**config.mk**
```make
export PLATFORM = sky130hd
export DESIGN_NAME = rsa_cell
export DESIGN_NICKNAME = d
export VERILOG_FILES = /design/src/hdl/rsa_pkg.sv /design/src/hdl/rsa_cell.sv
export SDC_FILE = /design/constraint.sdc
export NUM_CORES = 1
export LEC_CHECK = 0
export BUFFER_PORTS_ARGS = -buffer_cell sky130_fd_sc_hd__buf_4
export CAP_MARGIN = 20
export CORE_UTILIZATION = 40
export CTS_CLUSTER_DIAMETER = 200
export DETAILED_ROUTE_END_ITERATION = 10
export PLACE_DENSITY = 0.67
export SETUP_SLACK_MARGIN = 0.02
export SLEW_MARGIN = 20
export SYNTH_ARGS = -nofsm -noshare
export SYNTH_HDL_FRONTEND = slang
export SYNTH_SLANG_ARGS = --single-unit
```
**constraint.sdc**
```tcl
create_clock -name clk -period 4.5 [get_ports clk]
set_input_delay 0.45 -clock clk [delete_from_list [all_inputs] [get_ports clk]]
set_output_delay 0.45 -clock clk [all_outputs]
set_load 0.02 [all_outputs]
```
**src/hdl/rsa_pkg.sv**
```systemverilog
// ----------------------------------------------------------------------------
// rsa_pkg
// Shared types and constants for the repeat site alignment score core.
// ----------------------------------------------------------------------------
package rsa_pkg;

  // Field widths
  localparam int CFG_W   = 6;    // small configuration registers
  localparam int CODE_W  = 4;    // nucleotide mask
  localparam int WORD_W  = 64;   // pattern word
  localparam int PAT_WORDS = 3;  // pattern words in the register file
  localparam int PAT_W   = PAT_WORDS * WORD_W;
  localparam int CELL_W  = 15;   // finite cell score, saturating
  localparam int COL_W   = 8;    // column arithmetic (holds sums of two registers + 1)
  localparam int BEST_W  = CELL_W + 2;  // signed end score minus row index
  localparam int SUM_W   = BEST_W + 1;  // signed best plus row index
  localparam int MAXS_W  = CELL_W + 1;  // unsigned running maximum
  localparam int SCORE_W = 11;
  localparam int IDX_W   = 3;

  localparam logic [CELL_W-1:0]  CELL_SAT  = '1;
  localparam logic [SCORE_W-1:0] SCORE_SAT = '1;

  // Register indexes
  localparam logic [IDX_W-1:0] REG_SITE_LENGTH     = 3'd0;
  localparam logic [IDX_W-1:0] REG_REPEAT_POSITION = 3'd1;
  localparam logic [IDX_W-1:0] REG_FLANK5_MIN      = 3'd2;
  localparam logic [IDX_W-1:0] REG_FLANK3_MIN      = 3'd3;
  localparam logic [IDX_W-1:0] REG_MAX_MISMATCH    = 3'd4;
  localparam logic [IDX_W-1:0] REG_PATTERN_WORD_0  = 3'd5;
  localparam logic [IDX_W-1:0] REG_PATTERN_WORD_1  = 3'd6;
  localparam logic [IDX_W-1:0] REG_PATTERN_WORD_2  = 3'd7;

  // One score cell; fin low means minus infinity
  typedef struct packed {
    logic              fin;
    logic [CELL_W-1:0] val;
  } cell_t;

  // Column configuration seen by every cell
  typedef struct packed {
    logic [CFG_W-1:0] site_n;   // clamped site length
    logic [CFG_W-1:0] rep_pos;
    logic [CFG_W-1:0] flank5;
    logic [CFG_W-1:0] flank3;
  } col_cfg_t;

  // Sequencer states
  typedef enum logic [1:0] {
    ST_RUN,
    ST_SCAN,
    ST_FINAL
  } state_t;

  // Sequencer strobes to the datapath
  typedef struct packed {
    logic accept;    // base transfer this cycle
    logic tmax_clr;  // last base transfer, restart tail maximum
    logic scan_en;   // tail maximum ripples one cell
    logic load;      // result goes into the output register
  } ctrl_t;

endpackage

```
**src/hdl/rsa_cell.sv**
```systemverilog
// ----------------------------------------------------------------------------
// rsa_cell
// One pattern column: holds its score, updates it from the left neighbor on
// every base, and passes a running tail maximum to the right after a read.
// ----------------------------------------------------------------------------
module rsa_cell
  import rsa_pkg::*;
#(
  parameter int COL = 1
) (
  input  logic              clk,
  input  logic              step,
  input  logic              fresh,
  input  col_cfg_t          cfg,
  input  logic [CODE_W-1:0] pat_code,
  input  logic [CODE_W-1:0] base,
  input  cell_t             old_in,
  output cell_t             old_out,
  output cell_t             end_out,
  input  logic              tmax_clr,
  input  logic              tmax_en,
  input  logic [CELL_W-1:0] tmax_in,
  output logic [CELL_W-1:0] tmax_out
);

  localparam logic [COL_W-1:0] COL_B = COL_W'(COL);

  cell_t             score;
  cell_t             own;
  cell_t             cand;
  cell_t             nxt;
  logic              active;
  logic              start_fin;
  logic              is_rep;
  logic              is_end;
  logic              is_tail;
  logic [COL_W-1:0]  tail_lo;
  logic [CELL_W-1:0] tval;
  logic [CELL_W-1:0] tmax;

  // Column role from configuration
  always_comb begin
    tail_lo   = COL_W'(cfg.rep_pos) + COL_W'(cfg.flank3) + COL_W'(1);
    active    = COL_B <= COL_W'(cfg.site_n);
    start_fin = active && (COL_B + COL_W'(cfg.flank5) <= COL_W'(cfg.rep_pos));
    is_rep    = COL_B == COL_W'(cfg.rep_pos) + COL_W'(1);
    is_end    = COL_B == COL_W'(cfg.site_n);
    is_tail   = (COL_B >= tail_lo) && (COL_B < COL_W'(cfg.site_n));
  end

  // Previous-row value; the start row replaces it on the first base
  always_comb begin
    if (fresh) begin
      own.fin = start_fin;
      own.val = '0;
    end else begin
      own = score;
    end
  end

  // Diagonal, or stay on the repeat column when larger; then score the match
  always_comb begin
    cand = old_in;
    if (is_rep && own.fin && (!cand.fin || own.val > cand.val)) begin
      cand = own;
    end
    nxt = cand;
    if (cand.fin && ((pat_code & base) != '0) && (cand.val != CELL_SAT)) begin
      nxt.val = cand.val + CELL_W'(1);
    end
  end

  always_ff @(posedge clk) begin
    if (step) begin
      score <= active ? nxt : own;
    end
  end

  // Tail maximum ripples left to right, one cell per cycle
  assign tval = (is_tail && score.fin) ? score.val : '0;

  always_ff @(posedge clk) begin
    if (tmax_clr) begin
      tmax <= '0;
    end else if (tmax_en) begin
      tmax <= (tval > tmax_in) ? tval : tmax_in;
    end
  end

  assign old_out  = own;
  assign end_out  = is_end ? nxt : '0;
  assign tmax_out = tmax;

endmodule

```
[After elaboration in Yosys (flattened, before gate mapping)]
Cells that the tools add are included.
Storage, ports and cells
  bits in registers: 31
  input port bits: 68
  logic and storage cells: 35
Cells by class
  add/subtract/negate cells: 5
  magnitude comparators: 6
  equality and inequality tests: 3
  mux-type cells: 7
  bitwise gates (word level): 1
  reduce and logical (&&, ||, !) cells: 10
Operators by type and width (number)
  16-bit 2-to-1 mux: 4
  15-bit 2-to-1 mux: 3
  15-bit > comparator: 2
  15-bit by 1-bit adder with 15-bit output (second input constant): 1
  15-bit inequality test (second input constant): 1
  7-bit by 1-bit adder with 8-bit output (second input constant): 1
  1-bit by 8-bit greater-or-equal comparator with 1-bit output (first input constant): 1
  1-bit by 6-bit adder with 7-bit output (first input constant): 1
  6-bit by 1-bit adder with 7-bit output (second input constant): 1
  6-bit by 6-bit adder with 7-bit output: 1
  1-bit by 7-bit equality test with 1-bit output (first input constant): 1
  7-bit by 6-bit less-or-equal comparator with 1-bit output: 1
  1-bit logical AND: 7
  1-bit by 6-bit equality test with 1-bit output (first input constant): 1
  1-bit by 6-bit less-or-equal comparator with 1-bit output (first input constant): 1
  1-bit by 6-bit less-than comparator with 1-bit output (first input constant): 1
  4-bit bitwise AND: 1
  4-bit nonzero test: 1
  1-bit zero test: 1
  1-bit logical OR: 1

[Depth between registers and ports, before layout]
  depth after elaboration: 12
  depth in mapped cells: 22

[Worst setup path before layout]
OpenSTA, ideal clock, no wires.
  kind: input-to-output
  start: input port fresh
  end: output port end_out[6] (netlist bit)
  data arrival time: 4851 ps
  path slack: -801 ps
  stages: 21
  path through: buf_2 -> clkbuf_1 -> nor2b_1 -> ha_1 -> nand4_1 -> nor3_1 -> o31a_1 -> o21a_1 -> buf_2 -> buf_1 -> nand3_1 -> o21ai_2 -> ha_1 -> nand4b_1 -> or4_1 -> or3_1 -> nand2b_1 -> nor4_1 -> xnor2_1 -> nor2_1 -> a211oi_1
RTL lines
  start, declared: line rsa_cell.sv:13  | input logic fresh,
  end, declared: line rsa_cell.sv:19  | output cell_t end_out,

==> Implementation_results.wiki <==
{| class="wikitable"
! Metric !! Value
|-
| Vias per cell || approximately 5.7
|-
| Synthesized area divided by synthesized cell count || around 7.8 µm²
|-
| Initial antenna violation count || 0
|-
| Sequential element share of the synthesized area || 0.196
|-
| Final count of hold timing violations || 0
|-
| Clock tree from TritonCTS || done
|-
| Cell row count || 36
|-
| Number of storage elements in the synthesis netlist || 31
|-
| Unique masters post-synth || between 60 and 70
|-
| Period utilization || 1.09
|-
| TritonCTS buffer count || 5
|-
| Total wire length || between 10,000 and 15,000 µm
|-
| Violated checks || negative setup slack
|-
| Static power due to leakage || about 2.7 nW
|-
| Nets in the synthesized netlist || about 630
|-
| Buffers on Ports || about 110
|-
| Time the worst path needs with I/O delays and setup || approximately 4.9 ns
|-
| Number of clock sinks seen by CTS || 31
|-
| Post-synth EDFFs || 16
|-
| Worst EP arrival || between 4 and 5 ns
|-
| Top_reg_cell synth || edfxtp_1
|-
| Highest fanout seen on the critical path || 4
|-
| Worst slew slack as a fraction of its limit || 0.573
|-
| Relative area change from synthesis to final layout || 53.5%
|-
| Worst min-delay path startpoint || tmax_clr
|-
| Cell-internal power || between 0.6 and 0.7 mW
|-
| Pin slew with the least headroom to its limit || around 0.64 ns
|-
| Summed area of non-filler cells in the final layout || 6100 µm²
|-
| Aggregate global routing overflow || 0
|-
| Required @ worst endpoint || roughly 4 ns
|-
| Critical Path Start || cfg[6]
|-
| CTS Root Buffer Type || clkbuf_8
|-
| Switch share || 0.337
|-
| Largest net degree at the start of global routing || 31
|-
| Worst-case vdd ir drop || 0.102 mV
|-
| Top-Level Pins || approximately 120
|-
| Setup CP Type || in2out
|-
| Antenna cells || 0
|-
| Pins over their slew limit || 0
|-
| Htree depth || 2
|-
| CTS max path bufs || 2
|-
| Most common library cell in the layout ignoring fill and taps || buf_4
|-
| Clock share of power || 0.214
|-
| Commonest cells after routing, fill and taps aside || buf_4 (191), inv_1 (45), ha_1 (42), nor2_1 (36), a21oi_1 (30)
|-
| GPL Wtd Cong || a little over 0.9
|-
| Final setup violation count || 17
|-
| Status || complete, but fails checks
|-
| Chip width || slightly above 100 µm
|-
| Worst hold margin || 0.454 ns
|-
| Setup repair after global routing missed its margin || true
|-
| Number of maximum-capacitance constraint violations || 0
|-
| Maximum operating frequency || roughly 200 MHz
|-
| Worst min-delay path class || in2reg
|-
| Iter 0 DRT Violations || 282
|-
| Critical path startpoint category || input pin
|-
| Global-route wire length before repair || about 22,000 µm
|-
| Starting Density || 0.411
|-
| Clk slew on worst S/H paths || around 0.050 ns
|-
| Detailed placer's ending HPWL || about 11,000 µm
|-
| Pwr dens || approximately 150 nW/µm²
|-
| Remaining design rule violation count || 0
|-
| Vias in the first global route || roughly 4.5k
|-
| Skew final || 0.00680 ns
|-
| Switching component of the power || between 0.3 and 0.4 mW
|-
| Post-layout net count || just over 800
|-
| Share of flip-flops with an asynchronous set or reset || 0
|-
| Height of the die || about 100 µm
|-
| Logic pwr share || 0.434
|-
| Fraction of final layout cells with drive strength greater than 1 || 0.416
|-
| Latest clock arrival within the worst-skew pair || approximately 0.28 ns
|-
| Part of the power in registers || 0.353
|-
| Number of search-and-repair iterations in the first detailed-routing pass || 7
|-
| Overall track demand over capacity in global routing || 0.271
|-
| R2r startpoint || score[10]$_DFFE_PP_
|-
| Number of instances in the synthesized netlist || between 500 and 600
|-
| Count of antenna-violating nets left after detailed routing || 0
|-
| Count of warnings emitted by yosys || 0
|-
| Full die area || ~10,000 µm²
|-
| Placeable Area || 9680 µm²
|-
| Cell area reported after detailed placement || about 5700 µm²
|-
| WL per Instance || between 15 and 20 µm
|-
| Capturing element type of the critical path || output port
|-
| Post-synthesis instance area || between 3000 and 4000 µm²
|-
| Setup slack of the critical path after layout || -0.411 ns
|-
| DR vias || about 4.7k
|-
| FILL cells || approximately 840
|}
## synthesized netlist by cell type (all sizes together) (12+ instances only)
master	instances	area, µm²
nand2	22	82.6
buf	12	70.1
inv	45	169
a21oi	39	221
and2	15	93.8
mux2i	20	200
nor2b	16	100
xnor2	12	105
clkbuf	13	48.8
dfxtp	15	300
a211oi	20	155
nand3	30	150
o21ai	25	133
ha	44	551
edfxtp	16	480
nor3	13	76.3
nor2	48	188
## cell families after synthesis
family / count (synthesis) / synth area share
compound gates: 127 / 0.224
xor+xnor: 20 / 0.0441
fa+ha+maj: 45 / 0.143
buf+inv: 70 / 0.0724
flops: 31 / 0.196
mux: 20 / 0.0503
simple gates: 200 / 0.269
## path summary, 6_finish.rpt
| path | to | slack [ns] | cells past startpoint |
|---|---|---|---|
| worst max-delay path | end_out[1] | -0.41 | 21 |
| worst min-delay path | tmax_out[3]$_SDFFE_PP0P_ | 0.45 | 2 |
| worst max register to register | score[12]$_DFFE_PP_ | 0.17 | 20 |
| worst min register to register | tmax_out[3]$_SDFFE_PP0P_ | 0.48 | 2 |
## layer usage
metal | part of all wire | GRT usage | vias up | routed length [µm]
met4 | 0.031 | 0.103 | 0 | 426
met2 | 0.47 | 0.463 | 237 | 6520
li1 | - | - | 2246 | -
met1 | 0.42 | 0.354 | 2202 | 5910
met5 | 0 | 0 | - | 0
met3 | 0.076 | 0.0255 | 43 | 1060
## cell type report
cell class | instances | area [µm²] | area share
sequential | 31 | 781 | 0.128
tap | 133 | 166 | 0.0273
timing repair buffer | 206 | 1610 | 0.264
clock buffer | 8 | 80.1 | 0.0131
multi-input combinational | 412 | 3300 | 0.540
inverter | 45 | 169 | 0.0277
## timing repair
item | in CTS | in global routing
hold buffers | 0 | 0
gates resized for setup | 30 | 22
pin swaps | 22 | 16
endpoints found under the setup margin | 19 | 27
setup buffers | 8 | 4
## flip-flops by register name (all words and copies together), names as in the netlist
name / flops
score: 16
tmax_out: 15
## worst max-delay path, stage by stage
cell      delay [ns]
buf_8           0.11
and3_4          0.18
buf_4           0.13
xor2_1          0.14
ha_1            0.27
and3_4          0.15
a21boi_4        0.13
o311a_1         0.32
or3_4           0.40
nor2_4          0.11
mux2i_2         0.08
inv_1           0.10
ha_4            0.15
nand4b_1        0.12
or4_4           0.47
or3_4           0.38
nand3_2         0.12
a21o_1          0.16
mux2i_2         0.28
nor2_2          0.06
buf_6           0.13
## through the flow
stage	cells	setup slack, ns	power, mW	utilization	TNS [ns]
floorplan	513	-0.328	0.526	-	-2.90
global placement	816	-0.482	0.705	0.586	-7.30
detailed placement	816	-0.565	0.715	0.586	-9.52
CTS	831	-0.389	0.928	0.614	-4.78
global route	835	-0.580	0.988	0.630	-8.42
finish	835	-0.411	0.936	0.630	-5.17
## power by group through the flow
stage / sequential (mW) / combinational, mW / clock, mW
after floorplan: 0.345 / 0.181 / 0
after global placement: 0.335 / 0.370 / 0
after detailed placement: 0.336 / 0.379 / 0
after CTS: 0.330 / 0.391 / 0.207
after global routing: 0.332 / 0.439 / 0.217
final: 0.330 / 0.406 / 0.200
No activity file was read; power rests on OpenSTA's default activity.
