`src/hdl/rsa_pkg.sv`:
```
// ----------------------------------------------------------------------------
// rsa_pkg
// Shared types and constants for the repeat site alignment score core.
// ----------------------------------------------------------------------------
package rsa_pkg;

  // Field widths
  localparam int CFG_W   = 6;    // small configuration registers
  localparam int CODE_W  = 4;    // nucleotide mask
  localparam int WORD_W  = 64;   // pattern word
  localparam int PAT_WORDS = 3;  // pattern words in the register file
  localparam int PAT_W   = PAT_WORDS * WORD_W;
  localparam int CELL_W  = 15;   // finite cell score, saturating
  localparam int COL_W   = 8;    // column arithmetic (holds sums of two registers + 1)
  localparam int BEST_W  = CELL_W + 2;  // signed end score minus row index
  localparam int SUM_W   = BEST_W + 1;  // signed best plus row index
  localparam int MAXS_W  = CELL_W + 1;  // unsigned running maximum
  localparam int SCORE_W = 11;
  localparam int IDX_W   = 3;

  localparam logic [CELL_W-1:0]  CELL_SAT  = '1;
  localparam logic [SCORE_W-1:0] SCORE_SAT = '1;

  // Register indexes
  localparam logic [IDX_W-1:0] REG_SITE_LENGTH     = 3'd0;
  localparam logic [IDX_W-1:0] REG_REPEAT_POSITION = 3'd1;
  localparam logic [IDX_W-1:0] REG_FLANK5_MIN      = 3'd2;
  localparam logic [IDX_W-1:0] REG_FLANK3_MIN      = 3'd3;
  localparam logic [IDX_W-1:0] REG_MAX_MISMATCH    = 3'd4;
  localparam logic [IDX_W-1:0] REG_PATTERN_WORD_0  = 3'd5;
  localparam logic [IDX_W-1:0] REG_PATTERN_WORD_1  = 3'd6;
  localparam logic [IDX_W-1:0] REG_PATTERN_WORD_2  = 3'd7;

  // One score cell; fin low means minus infinity
  typedef struct packed {
    logic              fin;
    logic [CELL_W-1:0] val;
  } cell_t;

  // Column configuration seen by every cell
  typedef struct packed {
    logic [CFG_W-1:0] site_n;   // clamped site length
    logic [CFG_W-1:0] rep_pos;
    logic [CFG_W-1:0] flank5;
    logic [CFG_W-1:0] flank3;
  } col_cfg_t;

  // Sequencer states
  typedef enum logic [1:0] {
    ST_RUN,
    ST_SCAN,
    ST_FINAL
  } state_t;

  // Sequencer strobes to the datapath
  typedef struct packed {
    logic accept;    // base transfer this cycle
    logic tmax_clr;  // last base transfer, restart tail maximum
    logic scan_en;   // tail maximum ripples one cell
    logic load;      // result goes into the output register
  } ctrl_t;

endpackage

```
`src/hdl/rsa_ctrl.sv`:
```
// ----------------------------------------------------------------------------
// rsa_ctrl
// Read sequencer: takes bases, runs the tail scan after the last base and
// hands the result to the output register.
// ----------------------------------------------------------------------------
module rsa_ctrl
  import rsa_pkg::*;
#(
  parameter int SCAN_LEN = 48
) (
  input  logic  clk,
  input  logic  rst,
  input  logic  in_valid,
  input  logic  last_base,
  input  logic  out_valid,
  input  logic  out_stall,
  output logic  in_stall,
  output ctrl_t ctrl
);

  localparam int CNT_W = $clog2(SCAN_LEN);
  localparam logic [CNT_W-1:0] CNT_LAST = CNT_W'(SCAN_LEN - 1);

  state_t           state;
  state_t           state_next;
  logic [CNT_W-1:0] count;
  logic             out_free;

  assign out_free = !out_valid || !out_stall;

  // Next state
  always_comb begin
    state_next = state;
    case (state)
      ST_RUN: begin
        if (in_valid && last_base) begin
          state_next = ST_SCAN;
        end
      end
      ST_SCAN: begin
        if (count == CNT_LAST) begin
          state_next = ST_FINAL;
        end
      end
      ST_FINAL: begin
        if (out_free) begin
          state_next = ST_RUN;
        end
      end
      default: state_next = ST_RUN;
    endcase
  end

  // Outputs
  always_comb begin
    in_stall      = 1'b1;
    ctrl          = '0;
    case (state)
      ST_RUN: begin
        in_stall      = 1'b0;
        ctrl.accept   = in_valid;
        ctrl.tmax_clr = in_valid && last_base;
      end
      ST_SCAN: begin
        ctrl.scan_en = 1'b1;
      end
      ST_FINAL: begin
        ctrl.load = out_free;
      end
      default: begin
        in_stall = 1'b1;
      end
    endcase
  end

  always_ff @(posedge clk) begin
    if (rst) begin
      state <= ST_RUN;
      count <= '0;
    end else begin
      state <= state_next;
      if (state == ST_SCAN) begin
        count <= count + CNT_W'(1);
      end else begin
        count <= '0;
      end
    end
  end

endmodule

```
`config.mk`:
```
export PLATFORM = sky130hd
export DESIGN_NAME = rsa_ctrl
export DESIGN_NICKNAME = d
export VERILOG_FILES = /design/src/hdl/rsa_pkg.sv /design/src/hdl/rsa_ctrl.sv
export SDC_FILE = /design/constraint.sdc
export NUM_CORES = 1
export LEC_CHECK = 0
export BUFFER_PORTS_ARGS = -buffer_cell sky130_fd_sc_hd__buf_2
export CORE_AREA = 2 2 39 41
export DETAILED_ROUTE_END_ITERATION = 7
export DIE_AREA = 0 0 41 43
export PLACE_DENSITY_LB_ADDON = 0.2
export SYNTH_ARGS = -nofsm -noshare
export SYNTH_HDL_FRONTEND = slang
export SYNTH_SLANG_ARGS = --single-unit
export TNS_END_PERCENT = 30
```
`constraint.sdc`:
```
create_clock -name clk -period 1.3 [get_ports clk]
set_clock_uncertainty 0.15 [all_clocks]
set_input_delay 0.065 -clock clk [delete_from_list [all_inputs] [get_ports clk]]
set_output_delay 0.065 -clock clk [all_outputs]
set_load 0.02 [all_outputs]
```
## Word level (Yosys, flattened, before mapping)

Index checks and enable logic that the tools add are counted.
Widths: inputs -> output; s select.

- Bits in registers: 8
- Input port bits: 6
- Output and inout port bits: 5
- Word-level logic and storage cells: 25

- Add/sub/neg operators: 1
- Eq/ne operators: 6
- Mux-type cells: 8
- Bitwise gates (word level): 1
- Reduce and logical (&&, ||, !) cells: 7

Operators by type and width:

| cell | count |
|---|---|
| $mux 2 | 4 |
| $add 6x1->6 const B | 1 |
| $eq 6x6->1 const B | 1 |
| $ne 2x2->1 const B | 3 |
| $pmux 2 s3 | 1 |
| $mux 1 | 3 |
| $reduce_and 3->1 | 1 |
| $eq 2x1->1 const B | 1 |
| $eq 2x2->1 const B | 1 |
| $logic_not 1->1 | 2 |
| $logic_not 2->1 | 1 |
| $reduce_or 2->1 | 1 |
| $logic_and 1x1->1 | 1 |
| $logic_or 1x1->1 | 1 |
| $not 1->1 | 1 |

## Longest topological paths before layout

Gate-level depths: netlist of run 1.

- Word-level depth: 4
- Gate-level depth with buffers: 4
- Gate-level depth less buffers: 4

## Worst setup path before layout of run 1

Ideal clock, no wire load.

- Path kind: flip-flop to flip-flop
- From: reg count[0]
- To: reg state[1]
- Setup time: 0.066 ns
- Arrival: 1.087 ns
- Slack: -0.003 ns
- Stages on the path, launching flop included: 5
- Path buffers: 0
- Period minus slack after synthesis: 1.303 ns
- Path through: dfxtp_1 > ha_1 > nand3_2 > or3_1 > a21oi_2

- Cells in the longest elaborated chain, start to end: 3

Ends and longest elaborated chain:

| what | line | source |
|---|---|---|
| from (decl) | rsa_ctrl.sv:26 | `logic [CNT_W-1:0] count;` |
| from (signal assigned) | rsa_ctrl.sv:83 | `count <= count + CNT_W'(1);` |
| $eq 6x6->1 | rsa_ctrl.sv:41 | `if (count == CNT_LAST) begin` |
| $ne 2x2->1 (no line) | n/a |  |
| $reduce_and 3->1 (no line) | n/a |  |
| to (signal assigned) | rsa_ctrl.sv:81 | `state <= state_next;` |
| to (decl) | rsa_ctrl.sv:24 | `state_t state;` |

Every way passes these cells.
A chain may end at the register's enable or synchronous reset.

==> results of run 1 <==
registers in the layout (all words and copies together) (netlist names):
signal  cells
count       6
state       2
stage by stage:
step | power, W | setup WS, ps | util | hold WS, ps | setup TNS (ps)
final | 0.000500 | 11.2 | 0.406 | 349 | 0
after global routing | 0.000539 | -42.3 | 0.406 | 384 | -144
after CTS | 0.000507 | 4.70 | 0.397 | 346 | 0
after detailed placement | 0.000306 | 40.4 | 0.325 | 107 | 0
after global placement | 0.000307 | 45.8 | 0.325 | 115 | 0
after floorplan | 0.000286 | 1.27 | - | -22.6 | 0
logic make-up after synthesis:
logic type / share of synthesized area
compound gates: 0.0796
fa+ha+maj: 0.0346
flops: 0.443
buf+inv: 0.0415
xor+xnor: 0.0727
simple gates: 0.329
where the power goes:
part | switching (W) | internal (W) | leakage [nW]
combinational | 0.0000309 | 0.0000343 | 0.148
sequential | 0.00000396 | 0.000248 | 0.0659
clock | 0.0000776 | 0.000105 | 0.0138
metal layers:
metal / GRT usage / routed length, µm / up-vias / part of all wire
met1: 0.111 / 321 / 147 / 0.42
met5: 0 / 0 / - / 0
met4: 0.100 / 17 / 0 / 0.022
met3: 0.0785 / 31 / 2 / 0.040
met2: 0.159 / 400 / 6 / 0.52
li1: - / - / 189 / -
layout by cell type (no fill, tap or decap):
master         count
nor2_1             8
buf_2              7
buf_4              7
dfxtp_1            6
dlygate4sd3_1      5
nand2_1            3
clkbuf_4           3
a21oi_2            2
inv_1              2
a21oi_1            2
xor2_1             2
or3_1              2
nand3_1            2
nor2b_1            1
or2_4              1
nand2b_1           1
xnor2_1            1
nand3_2            1
nand3b_1           1
nor4_1             1
nand4b_1           1
o21ai_0            1
nor2_2             1
ha_2               1
buf_6              1
dfxtp_2            1
dfxtp_4            1
layout make-up:
| cell class | instances | area, µm² | share of cell area |
|---|---|---|---|
| Clock buffer | 3 | 22.5 | 0.0401 |
| Multi-Input combinational cell | 32 | 198 | 0.352 |
| Inverter | 2 | 7.51 | 0.0134 |
| Timing Repair Buffer | 20 | 149 | 0.265 |
| Sequential cell | 8 | 165 | 0.294 |
| Tap cell | 16 | 20.0 | 0.0356 |
worst max-delay path: cells and delay by family, from the launching register on:
kind	cells	cell delay, ps
DFF	1	340
buffers and inverters	1	140
and+or+nand+nor	2	340
worst paths after layout:
path	slack (ps)	cells after the start	from	endpoint
max	10	3	state[1]	ctrl[3]
max reg2reg	40	4	count[0]	state[1]
min	350	2	count[5]	count[5]
min reg2reg	350	2	count[5]	count[5]
what timing repair did:
action                                  CTS  global route
hold endpoints to repair                  2             0
buffers inserted                          2             0
endpoints found under the setup margin    3             4
resized for setup                         6             4
pin swaps                                 1             0
hold buffers                              5             0
==> results.md, run 1 <==
- Drt first-iter violations: 3
- Syn_nets: 50
- Share of the synthesized area in the top cell type: 0.443
- Clock Tree Buf Depth: 2
- Post-DRT Antenna Nets: 0
- Row cnt: 14
- Clock sink count: 8
- Crit Path Max Fanout: 3
- Syn Inst Count: 43
- Share of layout cells above drive strength 1: 0.400
- Clk slew on worst S/H paths: 60 ps
- Die Area: 0.00176 mm²
- Synth unique cells: 20
- WL final: about 770 µm
- Die Wd: roughly 40 µm
- Setup CP Type: reg -> out
- All-layer global routing usage: 0.116
- Post-synthesis sequential area ratio: 0.443
- Crit start category: register
- Slew headroom: 0.853
- Max-Cap Viols: 0
- Post-synth top area cell: dfxtp_1
- DR vias: roughly 340
- Final Instance Count excl. Fillers: 81
- Top cells by area in the synthesized netlist: dfxtp_1, nor2_1, xor2_1
- Combined area of all synthesized cells: between 300 and 400 µm²
- Cts bufs inserted: 3
- H-Tree Depth: 1
- Core ar.: ~0.0014 mm²
- Crit-path slowest cell: dfxtp_4
- Post-Place Cell Area: 449 µm²
- Final setup viols: 0
- Final Net Count: between 70 and 80
- Setup repair after global routing missed its margin: yes
- Final hold vios: 0
- Lkg Pwr: ~0.23 nW
- CP cell instances: or2_4 -> nor2_1 -> buf_4
- CTS tree: done
- Max frequency: ~780 MHz
- Diodes inserted: 0
- First-pass GRT wire length: roughly 1.2 mm
- Post-synth top flop: dfxtp_1
- P per Cell Area: 890 mW/mm²
- Hpwl dp: around 480 µm
- Synth-to-Final Area Change: 55.4%
- Largest net degree at the start of global routing: 8
- Post-synthesis async set-or-reset flop share: 0
- Run status: finished, final reports clean
- Vias in the first global route: about 320
- Critical path required time: ~1100 ps
- Final Max Slew Viols: 0
- HP Class: reg -> reg
- Final instance area: roughly 560 µm²
- Crit path DAT: between 1000 and 1500 ps
- Vias per std cell: approximately 4.2
- DRC: 0
- Chip height: between 40 and 50 µm
- I/O pin cnt: 11
- EDFF count, synth: 0
- Worst-margin pin slew: ~220 ps
- Synth warnings: 0
- Placed insts: 71
- Syn_area_per_cell: about 8.4 µm²
- Worst-Skew Late Latency: 250 ps
- Tcrit/Tclk final: 0.991
- WL/cell: ~9.5 µm
- Critical Path End Type: output pin
- I/O Buffers: 10
- Fillers: between 100 and 150
- FF+latch count, synth: 8
- Drt pass-1 iters: 2
- GP Congestion: between 0.7 and 0.8
- Root buffer cell: clkbuf_4
- Grt total ovfl: 0
- Count leader, synth: nor2_1
- VDD IR max: between 0.0004 and 0.0005 V
- Tmin final: roughly 1300 ps
- Initial Util: 0.261
- Initial antenna violation count: 0
- Slowest cell delay on critical path: ~340 ps
- Commonest cells post-synth: nor2_1, dfxtp_1, a21oi_1, nand2_1
No activity file was read; power rests on OpenSTA's default activity.
==> run 2, diff against run 1 <==
==> constraint.sdc (replaced) <==
create_clock -name clk -period 1.3 [get_ports clk]
set_clock_uncertainty 0.15 [all_clocks]
set_input_delay 0.195 -clock clk [delete_from_list [all_inputs] [get_ports clk]]
set_output_delay 0.195 -clock clk [all_outputs]
set_load 0.02 [all_outputs]
==> results.md, run 2 (synthesized netlist as in run 1, its figures left out) <==
- Final setup viols: 4 (+4)
- Largest net degree at the start of global routing: 7 (-1)
- I/O Buffers: 10 (unchanged)
- Critical Path End Type: output pin
- Initial antenna violation count: 0 (unchanged)
- Cts bufs inserted: 3 (unchanged)
- Initial Util: 0.261 (unchanged)
- Largest regs: count x6, state x2
- Switching Power: 0.000123 W (+9.8%)
- Cell Int Power: 0.000395 W (+1.9%)
- Slew headroom: 0.843 (-0.00989)
- Worst-margin pin slew: 234 ps (+14.8 ps)
- Die Area: 0.00176 mm² (unchanged)
- Max reg flops: 6 (unchanged)
- Fin worst setup slack: -103 ps (-114 ps)
- Failing checks: negative setup slack
- Post-DRT Antenna Nets: 0 (unchanged)
- Logic pwr share: 0.147 (+0.017)
- Setup repair after global routing missed its margin: yes
- First-pass GRT wire length: 1.17 mm (-4.5%)
- Tmin final: 1400 ps (+114 ps)
- Critical path's most frequent cell: buf_6
- Chip height: 43 µm (unchanged)
- Synth-to-Final Area Change: 60.6%
- WL final: 802 µm (+4.0%)
- P per Cell Area: 892 mW/mm² (+0.30%)
- Clock sink count: 8 (unchanged)
- CP cell instances: buf_6 -> nand2b_4 -> a21oi_4 -> buf_6
- Design Power: 0.000518 W (+3.7%)
- Run status: finished with violations
- CTS tree: done
- Vias per std cell: 4.57 (+7.6%)
- Max-Cap Viols: 0 (unchanged)
- Row cnt: 14 (unchanged)
- Core ar.: 0.00138 mm² (unchanged)
- Critical path required time: 950 ps (-140 ps)
- Root buffer cell: clkbuf_4
- Crit path DAT: 1060 ps (about the same)
- Vias in the first global route: 281 (-11%)
- DRC: 0 (unchanged)
- Diodes inserted: 0 (unchanged)
- Slowest cell delay on critical path: 330 ps (about the same)
- Die Wd: 41 µm (unchanged)
- Final hold vios: 0 (unchanged)
- Crit-path slowest cell: dfxtp_2
- Worst reg2reg setup slack: 0 ps (-40 ps)
- HP Class: in -> reg
- Lkg Pwr: 0.231 nW (+1.3%)
- I/O pin cnt: 11 (unchanged)
- Final instance area: 581 µm² (+3.3%)
- Hold_ws: 126 ps (-222 ps)
- VDD IR max: 0.000385 V (-22%)
- GP Congestion: 0.696 (-1.2%)
- Clk slew on worst S/H paths: 50 ps (about the same)
- Flop pwr share: 0.489 (-0.015)
- Grt total ovfl: 0 (unchanged)
- Clock Tree Buf Depth: 2 (unchanged)
- WL/cell: 10.2 µm (+6.7%)
- Drt first-iter violations: 0 (-3)
- Crit start category: register
- Crit Path Max Fanout: 4 (+1)
- Commonest non-fill, non-tap cell in the layout: nor2_1
- Drt pass-1 iters: 1 (-1)
- All-layer global routing usage: 0.110 (-0.00617)
- Clock share of power: 0.365 (about the same)
- Worst-Skew Late Latency: 250 ps (about the same)
- Final Net Count: 72 (-2.7%)
- Commonest non-fill, non-tap cells in the layout: nor2_1, dfxtp_1, buf_2, buf_4, buf_6
- H-Tree Depth: 1 (unchanged)
- Fillers: 139 (-4.8%)
- Share of layout cells above drive strength 1: 0.492 (+0.0921)
- Final Max Slew Viols: 0 (unchanged)
- Max frequency: 713 MHz (-8.1%)
- Post-Place Cell Area: 472 µm² (+5.0%)
- Tcrit/Tclk final: 1.08 (+0.0879)
- Switch share: 0.238 (+0.0133)
- Dpl ws: 51.3 ps (+10.9 ps)
- Top reg by flops: count
- DR vias: 361 (+4.9%)
- Hpwl dp: 563 µm (+17%)
- Setup CP Type: reg -> out
run 2: worst paths after layout:
kind                   from        to  cells past startpoint
setup / recovery   state[0]   ctrl[0]                      4
hold / removal    out_stall  state[1]                      3
hold reg to reg    count[5]  count[5]                      2
setup reg to reg   count[0]  state[1]                      4
run 2: metal layers:
| layer | share of wire | vias to the layer above | global-route usage |
|---|---|---|---|
| li1 | - | 185 | - |
| met5 | 0 | - | 0 |
| met3 | 0.039 | 2 | 0.0471 |
| met1 | 0.41 | 168 | 0.137 |
| met2 | 0.54 | 6 | 0.125 |
| met4 | 0.015 | 0 | 0.120 |
run 2: power groups by stage:
| stage | Sequential (W) | Clock (W) | Combinational, W |
|---|---|---|---|
| CTS | 0.000253 | 0.000199 | 0.0000684 |
| finish | 0.000253 | 0.000189 | 0.0000759 |
| global placement | 0.000258 | 0 | 0.0000527 |
| global route | 0.000254 | 0.000220 | 0.0000821 |
| detailed placement | 0.000258 | 0 | 0.0000528 |
| floorplan | 0.000258 | 0 | 0.0000294 |
run 2: cell type report:
cell class,instances,area [µm²],area share
multi-input combinational,32,226,0.390
sequential,8,163,0.280
timing repair buffer,18,141,0.244
clock buffer,3,22.5,0.0388
tap,16,20.0,0.0345
inverter,2,7.51,0.0129
run 2: through the flow:
step	setup TNS (ps)	std cells	utilization
3_3_place_gp	0	74	0.341
6_report	-319	79	0.420
4_1_cts	-364	79	0.393
5_1_grt	-799	79	0.420
3_5_place_dp	0	74	0.341
2_1_floorplan	-66.6	43	-
run 2: worst max-delay path: cells and delay by family, from the launching register on:
kind / cells / cell delay [ps]
DFF: 1 / 330
buffers and inverters: 2 / 230
and+or+nand+nor: 1 / 130
AOI/OAI and AO/OA: 1 / 100
run 2: what timing repair did:
action | 4_1_cts | 5_1_grt
hold buffers | 1 | 0
endpoints found under the hold margin | 2 | 0
resized for setup | 10 | 9
setup buffers | 1 | 0
pin swaps | 1 | 0
endpoints found under the setup margin | 5 | 13
